[src/rtl/core/ibcc_pkg.sv]
`timescale 1ns / 1ps

package ibcc_pkg;

  localparam int AXES    = 6;
  localparam int RAW_W   = 16;
  localparam int OUT_W   = 17;
  localparam int SUM_W   = 25;
  localparam int OFF_W   = 17;
  localparam int GRAV_W  = 15;
  localparam int CNT_W   = 9;
  localparam int QUOT_W  = 16;
  localparam int DIVX_W  = 26;  // 2*|sum| + N
  localparam int RECIP_K = 26;  // reciprocal scale, error of at most one count
  localparam int DIVD_W  = 10;  // 2*N

  localparam int CAL_SAMPLES_DEFAULT = 500;
  localparam logic [GRAV_W-1:0] GRAV_RESET = 15'd16384;

  localparam int QUEUE_DEPTH = 4;
  localparam int QUEUE_AW    = $clog2(QUEUE_DEPTH);

  localparam int IN_TDATA_W  = AXES * RAW_W;                     // 96
  localparam int OUT_TDATA_W = ((AXES * OUT_W + 7) / 8) * 8;     // 104

  // item classes, set by the front end
  localparam logic [1:0] KIND_CAL  = 2'd0;  // accumulate only
  localparam logic [1:0] KIND_LAST = 2'd1;  // accumulate, then build offsets
  localparam logic [1:0] KIND_CORR = 2'd2;  // correct and emit

  typedef logic [AXES-1:0][RAW_W-1:0] raw_vec_t;
  typedef logic [AXES-1:0][OUT_W-1:0] out_vec_t;

  typedef struct packed {
    logic [1:0]        kind;
    logic              clr;   // first sample of a calibration run
    logic [GRAV_W-1:0] grav;
    raw_vec_t          raw;
  } ibcc_entry_t;

endpackage

[src/rtl/core/ibcc_front.sv]
`timescale 1ns / 1ps

module ibcc_front #(
  parameter int CAL_SAMPLES = ibcc_pkg::CAL_SAMPLES_DEFAULT
) (
  input  logic                        clk,
  input  logic                        rst_n,
  input  logic                        in_valid,
  input  logic                        restart,
  input  ibcc_pkg::raw_vec_t          raw,
  input  logic                        q_ready,
  input  logic                        cfg_valid,
  input  logic [ibcc_pkg::GRAV_W-1:0] cfg_data,
  output logic                        push,
  output ibcc_pkg::ibcc_entry_t       entry
);

  logic [ibcc_pkg::CNT_W-1:0]  cnt_r, cnt_nxt;
  logic                        done_r, done_nxt;
  logic [ibcc_pkg::GRAV_W-1:0] grav_r;
  logic [ibcc_pkg::CNT_W-1:0]  cnt_base, cnt_inc;
  logic                        cal, last;

  assign push     = in_valid && q_ready;
  assign cnt_base = restart ? '0 : cnt_r;
  assign cnt_inc  = cnt_base + 1'b1;
  assign cal      = restart || !done_r;
  assign last     = cnt_inc >= ibcc_pkg::CNT_W'(CAL_SAMPLES);

  always_comb begin
    entry.raw  = raw;
    entry.grav = grav_r;
    entry.clr  = (cnt_base == '0);
    if (!cal) begin
      entry.kind = ibcc_pkg::KIND_CORR;
    end else if (last) begin
      entry.kind = ibcc_pkg::KIND_LAST;
    end else begin
      entry.kind = ibcc_pkg::KIND_CAL;
    end
  end

  always_comb begin
    cnt_nxt  = cnt_r;
    done_nxt = done_r;
    if (push && cal) begin
      cnt_nxt  = cnt_inc;
      done_nxt = last;
    end
  end

  always_ff @(posedge clk) begin
    if (!rst_n) begin
      cnt_r  <= '0;
      done_r <= 1'b0;
      grav_r <= ibcc_pkg::GRAV_RESET;
    end else begin
      cnt_r  <= cnt_nxt;
      done_r <= done_nxt;
      if (cfg_valid) begin
        grav_r <= cfg_data;
      end
    end
  end

endmodule

[src/rtl/core/ibcc_queue.sv]
`timescale 1ns / 1ps

module ibcc_queue (
  input  logic                  clk,
  input  logic                  rst_n,
  input  logic                  push,
  input  ibcc_pkg::ibcc_entry_t wr_entry,
  output logic                  ready,
  input  logic                  pop,
  output logic                  head_valid,
  output ibcc_pkg::ibcc_entry_t head
);

  ibcc_pkg::ibcc_entry_t mem [ibcc_pkg::QUEUE_DEPTH];

  logic [ibcc_pkg::QUEUE_AW-1:0] wr_r, rd_r;
  logic [ibcc_pkg::QUEUE_AW:0]   cnt_r, cnt_nxt;

  assign ready      = (cnt_r != ibcc_pkg::QUEUE_DEPTH[ibcc_pkg::QUEUE_AW:0]);
  assign head_valid = (cnt_r != '0);
  assign head       = mem[rd_r];

  always_comb begin
    cnt_nxt = cnt_r;
    if (push && !pop) begin
      cnt_nxt = cnt_r + 1'b1;
    end else if (pop && !push) begin
      cnt_nxt = cnt_r - 1'b1;
    end
  end

  always_ff @(posedge clk) begin
    if (push) begin
      mem[wr_r] <= wr_entry;
    end
  end

  always_ff @(posedge clk) begin
    if (!rst_n) begin
      wr_r  <= '0;
      rd_r  <= '0;
      cnt_r <= '0;
    end else begin
      cnt_r <= cnt_nxt;
      if (push) begin
        wr_r <= wr_r + 1'b1;
      end
      if (pop) begin
        rd_r <= rd_r + 1'b1;
      end
    end
  end

endmodule

[src/rtl/core/ibcc_back.sv]
`timescale 1ns / 1ps

module ibcc_back #(
  parameter int CAL_SAMPLES = ibcc_pkg::CAL_SAMPLES_DEFAULT
) (
  input  logic                  clk,
  input  logic                  rst_n,
  input  logic                  head_valid,
  input  ibcc_pkg::ibcc_entry_t head,
  output logic                  pop,
  output logic                  out_valid,
  input  logic                  out_ready,
  output ibcc_pkg::out_vec_t    out_data
);

  localparam int DIVX_W = ibcc_pkg::DIVX_W;
  localparam int QW     = ibcc_pkg::QUOT_W;
  localparam int K      = ibcc_pkg::RECIP_K;
  localparam logic [DIVX_W-1:0] DIVISOR = DIVX_W'(2 * CAL_SAMPLES);
  localparam logic [DIVX_W-1:0] RECIP   = DIVX_W'((64'd1 << K) / (2 * CAL_SAMPLES));

  // offset build sequencer phases
  localparam logic [1:0] PH_MUL = 2'd0;  // |sum| -> x, x * reciprocal
  localparam logic [1:0] PH_BCK = 2'd1;  // estimate * divisor
  localparam logic [1:0] PH_FIX = 2'd2;  // correct by one, sign, store

  logic signed [ibcc_pkg::SUM_W-1:0] sums_r [ibcc_pkg::AXES];
  logic signed [ibcc_pkg::OFF_W-1:0] offs_r [ibcc_pkg::AXES];
  logic [ibcc_pkg::GRAV_W-1:0]       grav_r;

  logic       busy_r, busy_nxt;
  logic [2:0] ax_r, ax_nxt;
  logic [1:0] ph_r, ph_nxt;

  logic [2*DIVX_W-1:0] prod_r;
  logic [DIVX_W-1:0]   x_r, qd_r;
  logic [QW-1:0]       qe_r;
  logic                neg_r;

  logic                out_valid_r, out_valid_nxt;
  ibcc_pkg::out_vec_t  out_data_r;

  logic                              take_corr;
  logic signed [ibcc_pkg::SUM_W-1:0] s_sel;
  logic [ibcc_pkg::SUM_W-1:0]        mag;
  logic [DIVX_W-1:0]                 x_val, rem;
  logic [QW-1:0]                     q_fix;
  logic signed [ibcc_pkg::OFF_W-1:0] q_s, off_val;

  // --- dispatch ---
  assign take_corr = (head.kind == ibcc_pkg::KIND_CORR);
  assign pop = head_valid && !busy_r && (!take_corr || !out_valid_r || out_ready);

  always_comb begin
    out_valid_nxt = out_valid_r;
    if (pop && take_corr) begin
      out_valid_nxt = 1'b1;
    end else if (out_ready) begin
      out_valid_nxt = 1'b0;
    end
  end

  // --- offset divider datapath ---
  assign s_sel = sums_r[ax_r];
  assign mag   = s_sel[ibcc_pkg::SUM_W-1] ? (~s_sel + 1'b1) : s_sel;
  assign x_val = {mag, 1'b0} + DIVX_W'(CAL_SAMPLES);
  assign rem   = x_r - qd_r;
  assign q_fix = qe_r + QW'(rem >= DIVISOR);
  assign q_s   = {1'b0, q_fix};

  always_comb begin
    off_val = neg_r ? -q_s : q_s;
    if (ax_r == 3'(ibcc_pkg::AXES - 1)) begin
      off_val = off_val - $signed({2'b00, grav_r});
    end
  end

  always_comb begin
    busy_nxt = busy_r;
    ax_nxt   = ax_r;
    ph_nxt   = ph_r;
    if (busy_r) begin
      case (ph_r)
        PH_MUL: ph_nxt = PH_BCK;
        PH_BCK: ph_nxt = PH_FIX;
        PH_FIX: begin
          ph_nxt = PH_MUL;
          if (ax_r == 3'(ibcc_pkg::AXES - 1)) begin
            busy_nxt = 1'b0;
            ax_nxt   = '0;
          end else begin
            ax_nxt = ax_r + 1'b1;
          end
        end
        default: ph_nxt = PH_MUL;
      endcase
    end else if (pop && head.kind == ibcc_pkg::KIND_LAST) begin
      busy_nxt = 1'b1;
      ax_nxt   = '0;
      ph_nxt   = PH_MUL;
    end
  end

  always_ff @(posedge clk) begin
    if (!rst_n) begin
      busy_r      <= 1'b0;
      ax_r        <= '0;
      ph_r        <= PH_MUL;
      out_valid_r <= 1'b0;
    end else begin
      busy_r      <= busy_nxt;
      ax_r        <= ax_nxt;
      ph_r        <= ph_nxt;
      out_valid_r <= out_valid_nxt;
    end
  end

  always_ff @(posedge clk) begin
    if (pop && !take_corr) begin
      for (int i = 0; i < ibcc_pkg::AXES; i++) begin
        sums_r[i] <= (head.clr ? '0 : sums_r[i])
                     + ibcc_pkg::SUM_W'($signed(head.raw[i]));
      end
      grav_r <= head.grav;
    end
    if (busy_r) begin
      case (ph_r)
        PH_MUL: begin
          neg_r  <= s_sel[ibcc_pkg::SUM_W-1];
          x_r    <= x_val;
          prod_r <= (2*DIVX_W)'(x_val) * (2*DIVX_W)'(RECIP);
        end
        PH_BCK: begin
          qe_r <= prod_r[K+QW-1:K];
          qd_r <= DIVX_W'(prod_r[K+QW-1:K]) * DIVX_W'(DIVISOR[ibcc_pkg::DIVD_W-1:0]);
        end
        PH_FIX: offs_r[ax_r] <= off_val;
        default: ;
      endcase
    end
    if (pop && take_corr) begin
      for (int i = 0; i < ibcc_pkg::AXES; i++) begin
        logic signed [ibcc_pkg::OFF_W:0] d;
        d = 18'($signed(head.raw[i])) - 18'(offs_r[i]);
        out_data_r[i] <= (d[ibcc_pkg::OFF_W:ibcc_pkg::OFF_W-1] == 2'b01)
                         ? {1'b0, {(ibcc_pkg::OUT_W-1){1'b1}}}
                         : d[ibcc_pkg::OUT_W-1:0];
      end
    end
  end

  assign out_valid = out_valid_r;
  assign out_data  = out_data_r;

  // no item leaves the queue while offsets are being built
  a_no_pop_busy: assert property (@(posedge clk) disable iff (!rst_n)
    busy_r |-> !pop) else $error("pop during offset build");

  // offset build ends only after the last axis is stored
  a_busy_end: assert property (@(posedge clk) disable iff (!rst_n)
    $fell(busy_r) |-> ($past(ax_r) == 3'(ibcc_pkg::AXES - 1)) && ($past(ph_r) == PH_FIX))
    else $error("offset build ended early");

  // a result only appears from a correction item
  a_out_src: assert property (@(posedge clk) disable iff (!rst_n)
    $rose(out_valid_r) |-> $past(pop) && ($past(head.kind) == ibcc_pkg::KIND_CORR))
    else $error("result without correction item");

  // axis counter stays in range
  a_ax_range: assert property (@(posedge clk) disable iff (!rst_n)
    ax_r <= 3'(ibcc_pkg::AXES - 1)) else $error("axis index out of range");

endmodule

[src/rtl/core/imu_bias_calibrate_correct.sv]
`timescale 1ns / 1ps

// Six-axis IMU bias calibration and correction. After reset, or on a beat
// with restart_calibration set, the first CAL_SAMPLES beats are summed per
// axis and produce no output beat; the last of them triggers the offset
// build (sum / CAL_SAMPLES, rounded to nearest, ties away from zero, with
// gravity_reference taken off the z accel offset as written at the time
// that beat was accepted). Every later beat yields one output beat holding
// raw minus offset, saturated to 17 bits. Throughput is one beat per clock
// on correction traffic while out_tready stays high; each beat is held in
// the queue and then in the output register. The offset build runs one shared
// reciprocal-multiply divider axis by axis (multiply, back-multiply, fix);
// the 4-entry queue absorbs input during the build until full, then in_tready
// drops until the build ends. Config writes are always accepted (cfg_ready tied high).

module imu_bias_calibrate_correct #(
  parameter int CAL_SAMPLES = ibcc_pkg::CAL_SAMPLES_DEFAULT  // 1..511
) (
  input  logic                                 clk,
  input  logic                                 rst_n,
  // input stream
  input  logic                                 in_tvalid,
  output logic                                 in_tready,
  // gyro_x, gyro_y, gyro_z, accel_x, accel_y, accel_z (16 bits each)
  input  logic [ibcc_pkg::IN_TDATA_W-1:0]      in_tdata,
  // restart_calibration
  input  logic                                 in_tuser,
  // result stream
  output logic                                 out_tvalid,
  input  logic                                 out_tready,
  // corrected_gyro_x/y/z, corrected_accel_x/y/z (17 bits each), 2 zero pad
  output logic [ibcc_pkg::OUT_TDATA_W-1:0]     out_tdata,
  // gravity_reference write
  input  logic                                 cfg_valid,
  output logic                                 cfg_ready,
  input  logic [ibcc_pkg::GRAV_W-1:0]          cfg_data
);

  logic                  q_ready, push, pop, head_valid;
  ibcc_pkg::ibcc_entry_t wr_entry, head;
  ibcc_pkg::raw_vec_t    raw;
  ibcc_pkg::out_vec_t    corr;

  assign raw       = in_tdata;
  assign in_tready = q_ready;
  assign cfg_ready = 1'b1;
  assign out_tdata = {(ibcc_pkg::OUT_TDATA_W - ibcc_pkg::AXES * ibcc_pkg::OUT_W)'(0), corr};

  // front end: count calibration beats, classify, hold gravity reference
  ibcc_front #(
    .CAL_SAMPLES (CAL_SAMPLES)
  ) u_front (
    .clk       (clk),
    .rst_n     (rst_n),
    .in_valid  (in_tvalid),
    .restart   (in_tuser),
    .raw       (raw),
    .q_ready   (q_ready),
    .cfg_valid (cfg_valid),
    .cfg_data  (cfg_data),
    .push      (push),
    .entry     (wr_entry)
  );

  // decoupling queue between classification and execution
  ibcc_queue u_queue (
    .clk        (clk),
    .rst_n      (rst_n),
    .push       (push),
    .wr_entry   (wr_entry),
    .ready      (q_ready),
    .pop        (pop),
    .head_valid (head_valid),
    .head       (head)
  );

  // back end: accumulate, build offsets, correct and saturate
  ibcc_back #(
    .CAL_SAMPLES (CAL_SAMPLES)
  ) u_back (
    .clk        (clk),
    .rst_n      (rst_n),
    .head_valid (head_valid),
    .head       (head),
    .pop        (pop),
    .out_valid  (out_tvalid),
    .out_ready  (out_tready),
    .out_data   (corr)
  );

endmodule
[config.mk]
export PLATFORM = sky130hd
export DESIGN_NAME = imu_bias_calibrate_correct
export DESIGN_NICKNAME = d
export VERILOG_FILES = /design/src/rtl/core/ibcc_pkg.sv /design/src/rtl/core/ibcc_front.sv /design/src/rtl/core/ibcc_queue.sv /design/src/rtl/core/ibcc_back.sv /design/src/rtl/core/imu_bias_calibrate_correct.sv
export SDC_FILE = /design/constraint.sdc
export NUM_CORES = 2
export LEC_CHECK = 0
export CAP_MARGIN = 5
export CORE_UTILIZATION = 35
export CTS_BUF_LIST = sky130_fd_sc_hd__clkbuf_2
export DETAILED_ROUTE_END_ITERATION = 7
export DONT_BUFFER_PORTS = 1
export GPL_ROUTABILITY_DRIVEN = 0
export PLACE_DENSITY = 0.51
export SLEW_MARGIN = 20
export SYNTH_ARGS = -nofsm -noshare
export SYNTH_HDL_FRONTEND = slang
export SYNTH_HIERARCHICAL = 1
export SYNTH_SLANG_ARGS = --single-unit
[constraint.sdc]
create_clock -name clk -period 8.7 [get_ports clk]
set_input_delay 2.61 -clock clk [delete_from_list [all_inputs] [get_ports clk]]
set_output_delay 2.61 -clock clk [all_outputs]
set_load 0.05 [all_outputs]
==> flow_metrics.env <==
export IMPL_cap_violations=0
export IMPL_die_w_um=406.0
export IMPL_die_y_um=406.0
export IMPL_setup_viol=0
export IMPL_timing_fmax_mhz=115.4
export IMPL_antenna_found_initial=19
export IMPL_ys_warn_count=6
export IMPL_gr_total_overflow=0
export IMPL_syn2layout_area_growth_pct=10.46
export IMPL_avgSynthCellArea_um2=12.44
export IMPL_synthXorXnorAreaFrac_pct=4.461
export IMPL_final_cell_mix="edfxtp_1 (902), ha_1 (493), inv_1 (421), clkbuf_2 (379), nor2_1 (235)"
export IMPL_period_minus_slack_ns=8.667
export IMPL_layout_commonest_cell="edfxtp_1"
export IMPL_critPathCaptureType="register"
export IMPL_synthSimpleGateAreaFrac_pct=9.853
export IMPL_core_um2=161300
export IMPL_synth_top_cell_by_area="edfxtp_1"
export IMPL_fin_skew_ns=0.1378
export IMPL_cp_data_required_time_ns=10.01
export IMPL_synth_top_family_by_area="adder cells"
export IMPL_n_fill_cell=15440
export IMPL_holdPathStages=0
export IMPL_numCtsBuffers=275
export IMPL_ant_nets=0
export IMPL_slew_headroom_pct=22.02
export IMPL_fin_nets=5634
export IMPL_drv_slew=0
export IMPL_yosysSeqAreaShare_pct=48.95
export IMPL_crit_buf_inv=4
export IMPL_critPathLaunchType="register"
export IMPL_postRouteWirelength_um=149600
export IMPL_met2_wirelength_um=70850
export IMPL_crit_family="adder cells"
export IMPL_synth_top_area_share_pct=47.41
export IMPL_grt_pass1_vias=36470
export IMPL_r2r_start="u_back/sums_r[2][1]$_DFFE_PP_"
export IMPL_grt_pass1_wl_um=222900
export IMPL_wl_met3_um=8002
export IMPL_clk_pin_slew_ns=0.11
export IMPL_crit_arrival_ns=9.98
export IMPL_stdcell_count=7222
export IMPL_first_pass_iters=6
export IMPL_synthTopCellsByArea="edfxtp_1 (47%), ha_1 (11%), mux4_2 (5.2%), fa_1 (4.4%), xnor2_1 (3.2%)"
export IMPL_dp_hpwl_um=109600
export IMPL_clock_path_buffers=4
export IMPL_portBuffers=0
export IMPL_clockRootBuffer="clkbuf_2"
export IMPL_hp_class="register to register"
export IMPL_drt_iter0_drc=2275
export IMPL_cts_tree="built"
export IMPL_dominantRegCellSynth="edfxtp_1"
export IMPL_tns_ns=0
export IMPL_final_cell_area_um2=63110
export IMPL_ioPinCount=224
export IMPL_r2r_cells=31
export IMPL_drt_met1_wl_um=67500
export IMPL_min_from="u_front/grav_r[6]$_SDFFE_PN0P_"
export IMPL_multiInputGateArea_um2=26830
export IMPL_outcome="finished, final reports clean"
export IMPL_dp_cells=6736
export IMPL_min_to="u_queue/mem[1][102]$_DFFE_PP_"
export IMPL_die_area_um2=164800
export IMPL_clkSinkCount=946
export IMPL_grt_usage_pct=18.07
export IMPL_fin_crit_sh_pct=99.62
export IMPL_synthMuxAreaShare_pct=6.811
export IMPL_grt_max_degree=151
export IMPL_critPathMaxFanout=4
export IMPL_cts_max_level=5
export IMPL_syn_inst=4591
export IMPL_fin_util_pct=39.12
export IMPL_synth_compound_area_share_pct=9.001
export IMPL_synthArstFlopShare_pct=0
export IMPL_synth_cell_type_count=103
export IMPL_wl_per_cell_um=20.71
export IMPL_worst_pin_slew_ns=1.170
export IMPL_regArea_um2=27980
export IMPL_routed_top_layer="met4"
export IMPL_r2r_end="u_back/prod_r[40]$_DFFE_PP_"
export IMPL_final_hold_violation_count=0
export IMPL_path_common_cell="ha_4"
export IMPL_cpMaxStageDelayCell="fa_1"
export IMPL_drc=0
export IMPL_rsz0062_at_grt="yes"
export IMPL_cts_hold_buffers=0
export IMPL_initial_core_util_pct=35.42
export IMPL_crit_type="register to register"
export IMPL_vias=36540
export IMPL_synthAdderAreaFrac_pct=15.70
export IMPL_netlist_area_um2=57130
export IMPL_r2r_setup_slack_ns=0.03
export IMPL_rows=147
export IMPL_slowest_delay_ns=0.59
export IMPL_synth_seq_cells=946
export IMPL_viasPerCell=5.060
export IMPL_drive_gt1_share_pct=18.06
export IMPL_placed_area_um2=60190
export IMPL_synth_edf_count=902
export IMPL_clock_latency_ns=1.68
==> cell usage after synthesis (49+ instances only) <==
library cell / number
nor2_1: 237
mux4_2: 131
buf_4: 103
o21ai_0: 211
edfxtp_1: 902
nand3_1: 70
mux2i_1: 49
a21oi_1: 174
xnor2_1: 211
nand2b_1: 53
ha_1: 517
xor2_1: 75
clkbuf_1: 57
fa_1: 125
nor3_1: 88
nor2b_1: 201
nand2_1: 224
inv_1: 426
==> state kept, by name (all words and copies together) (netlist names), 16 cells and up, named ones only <==
name,cells
u_queue/mem,456
u_back/sums_r,150
u_back/offs_r,102
u_back/out_data,102
u_back/x_r,22
u_back/qd_r,21
u_back/prod_r,17
u_back/qe_r,16
==> stage by stage <==
step / worst slack, ns / hold slack, ns
finish: 0.03278 / 0.4685
global route: -0.3976 / 0.4407
CTS: -0.09849 / 0.4691
detailed placement: -0.4340 / 0.4978
global placement: -0.2978 / 0.4972
floorplan: 0.006825 / 0.4594
==> per-layer routing <==
| layer | up-vias | global-route usage [%] |
|---|---|---|
| met5 | - | 0 |
| li1 | 17500 | - |
| met1 | 18030 | 23.99 |
| met3 | 202 | 3.847 |
| met4 | 0 | 5.859 |
| met2 | 809 | 29.29 |
==> worst max path at each step <==
stage / to / depth (start not counted) / from
after floorplan: u_back/prod_r[41]$_DFFE_PP_ / 41 / register
after global placement: u_back/prod_r[41]$_DFFE_PP_ / 31 / register
after detailed placement: u_back/prod_r[41]$_DFFE_PP_ / 31 / register
after CTS: u_back/prod_r[41]$_DFFE_PP_ / 30 / register
after global routing: u_back/prod_r[40]$_DFFE_PP_ / 31 / u_back/sums_r[2][1]$_DFFE_PP_
final: u_back/prod_r[40]$_DFFE_PP_ / 31 / u_back/sums_r[2][1]$_DFFE_PP_
==> final cells by class <==
type,count,share of cell area (%)
diodes,19,0.07534
clock buffers,379,3.006
repair buffers,207,2.728
clock inverters,66,0.5135
multi-input cells,3017,42.51
well taps,2160,4.283
inverters,428,2.546
flip-flops and latches,946,44.33
==> cell families after synthesis <==
logic type / after synthesis
compound gates: 788
xor+xnor: 288
fa+ha+maj: 642
buf+inv: 629
flops: 946
mux: 207
other cells: 2
simple gates: 1089
==> repair_timing <==
item,in CTS,in global routing
setup buffers,7,18
endpoints found under the setup margin,10,50
pin swaps,15,59
resized for setup,13,76
Power is not shown: default switching activity piles up to over one toggle a cycle in this logic, so the estimate is an artifact.
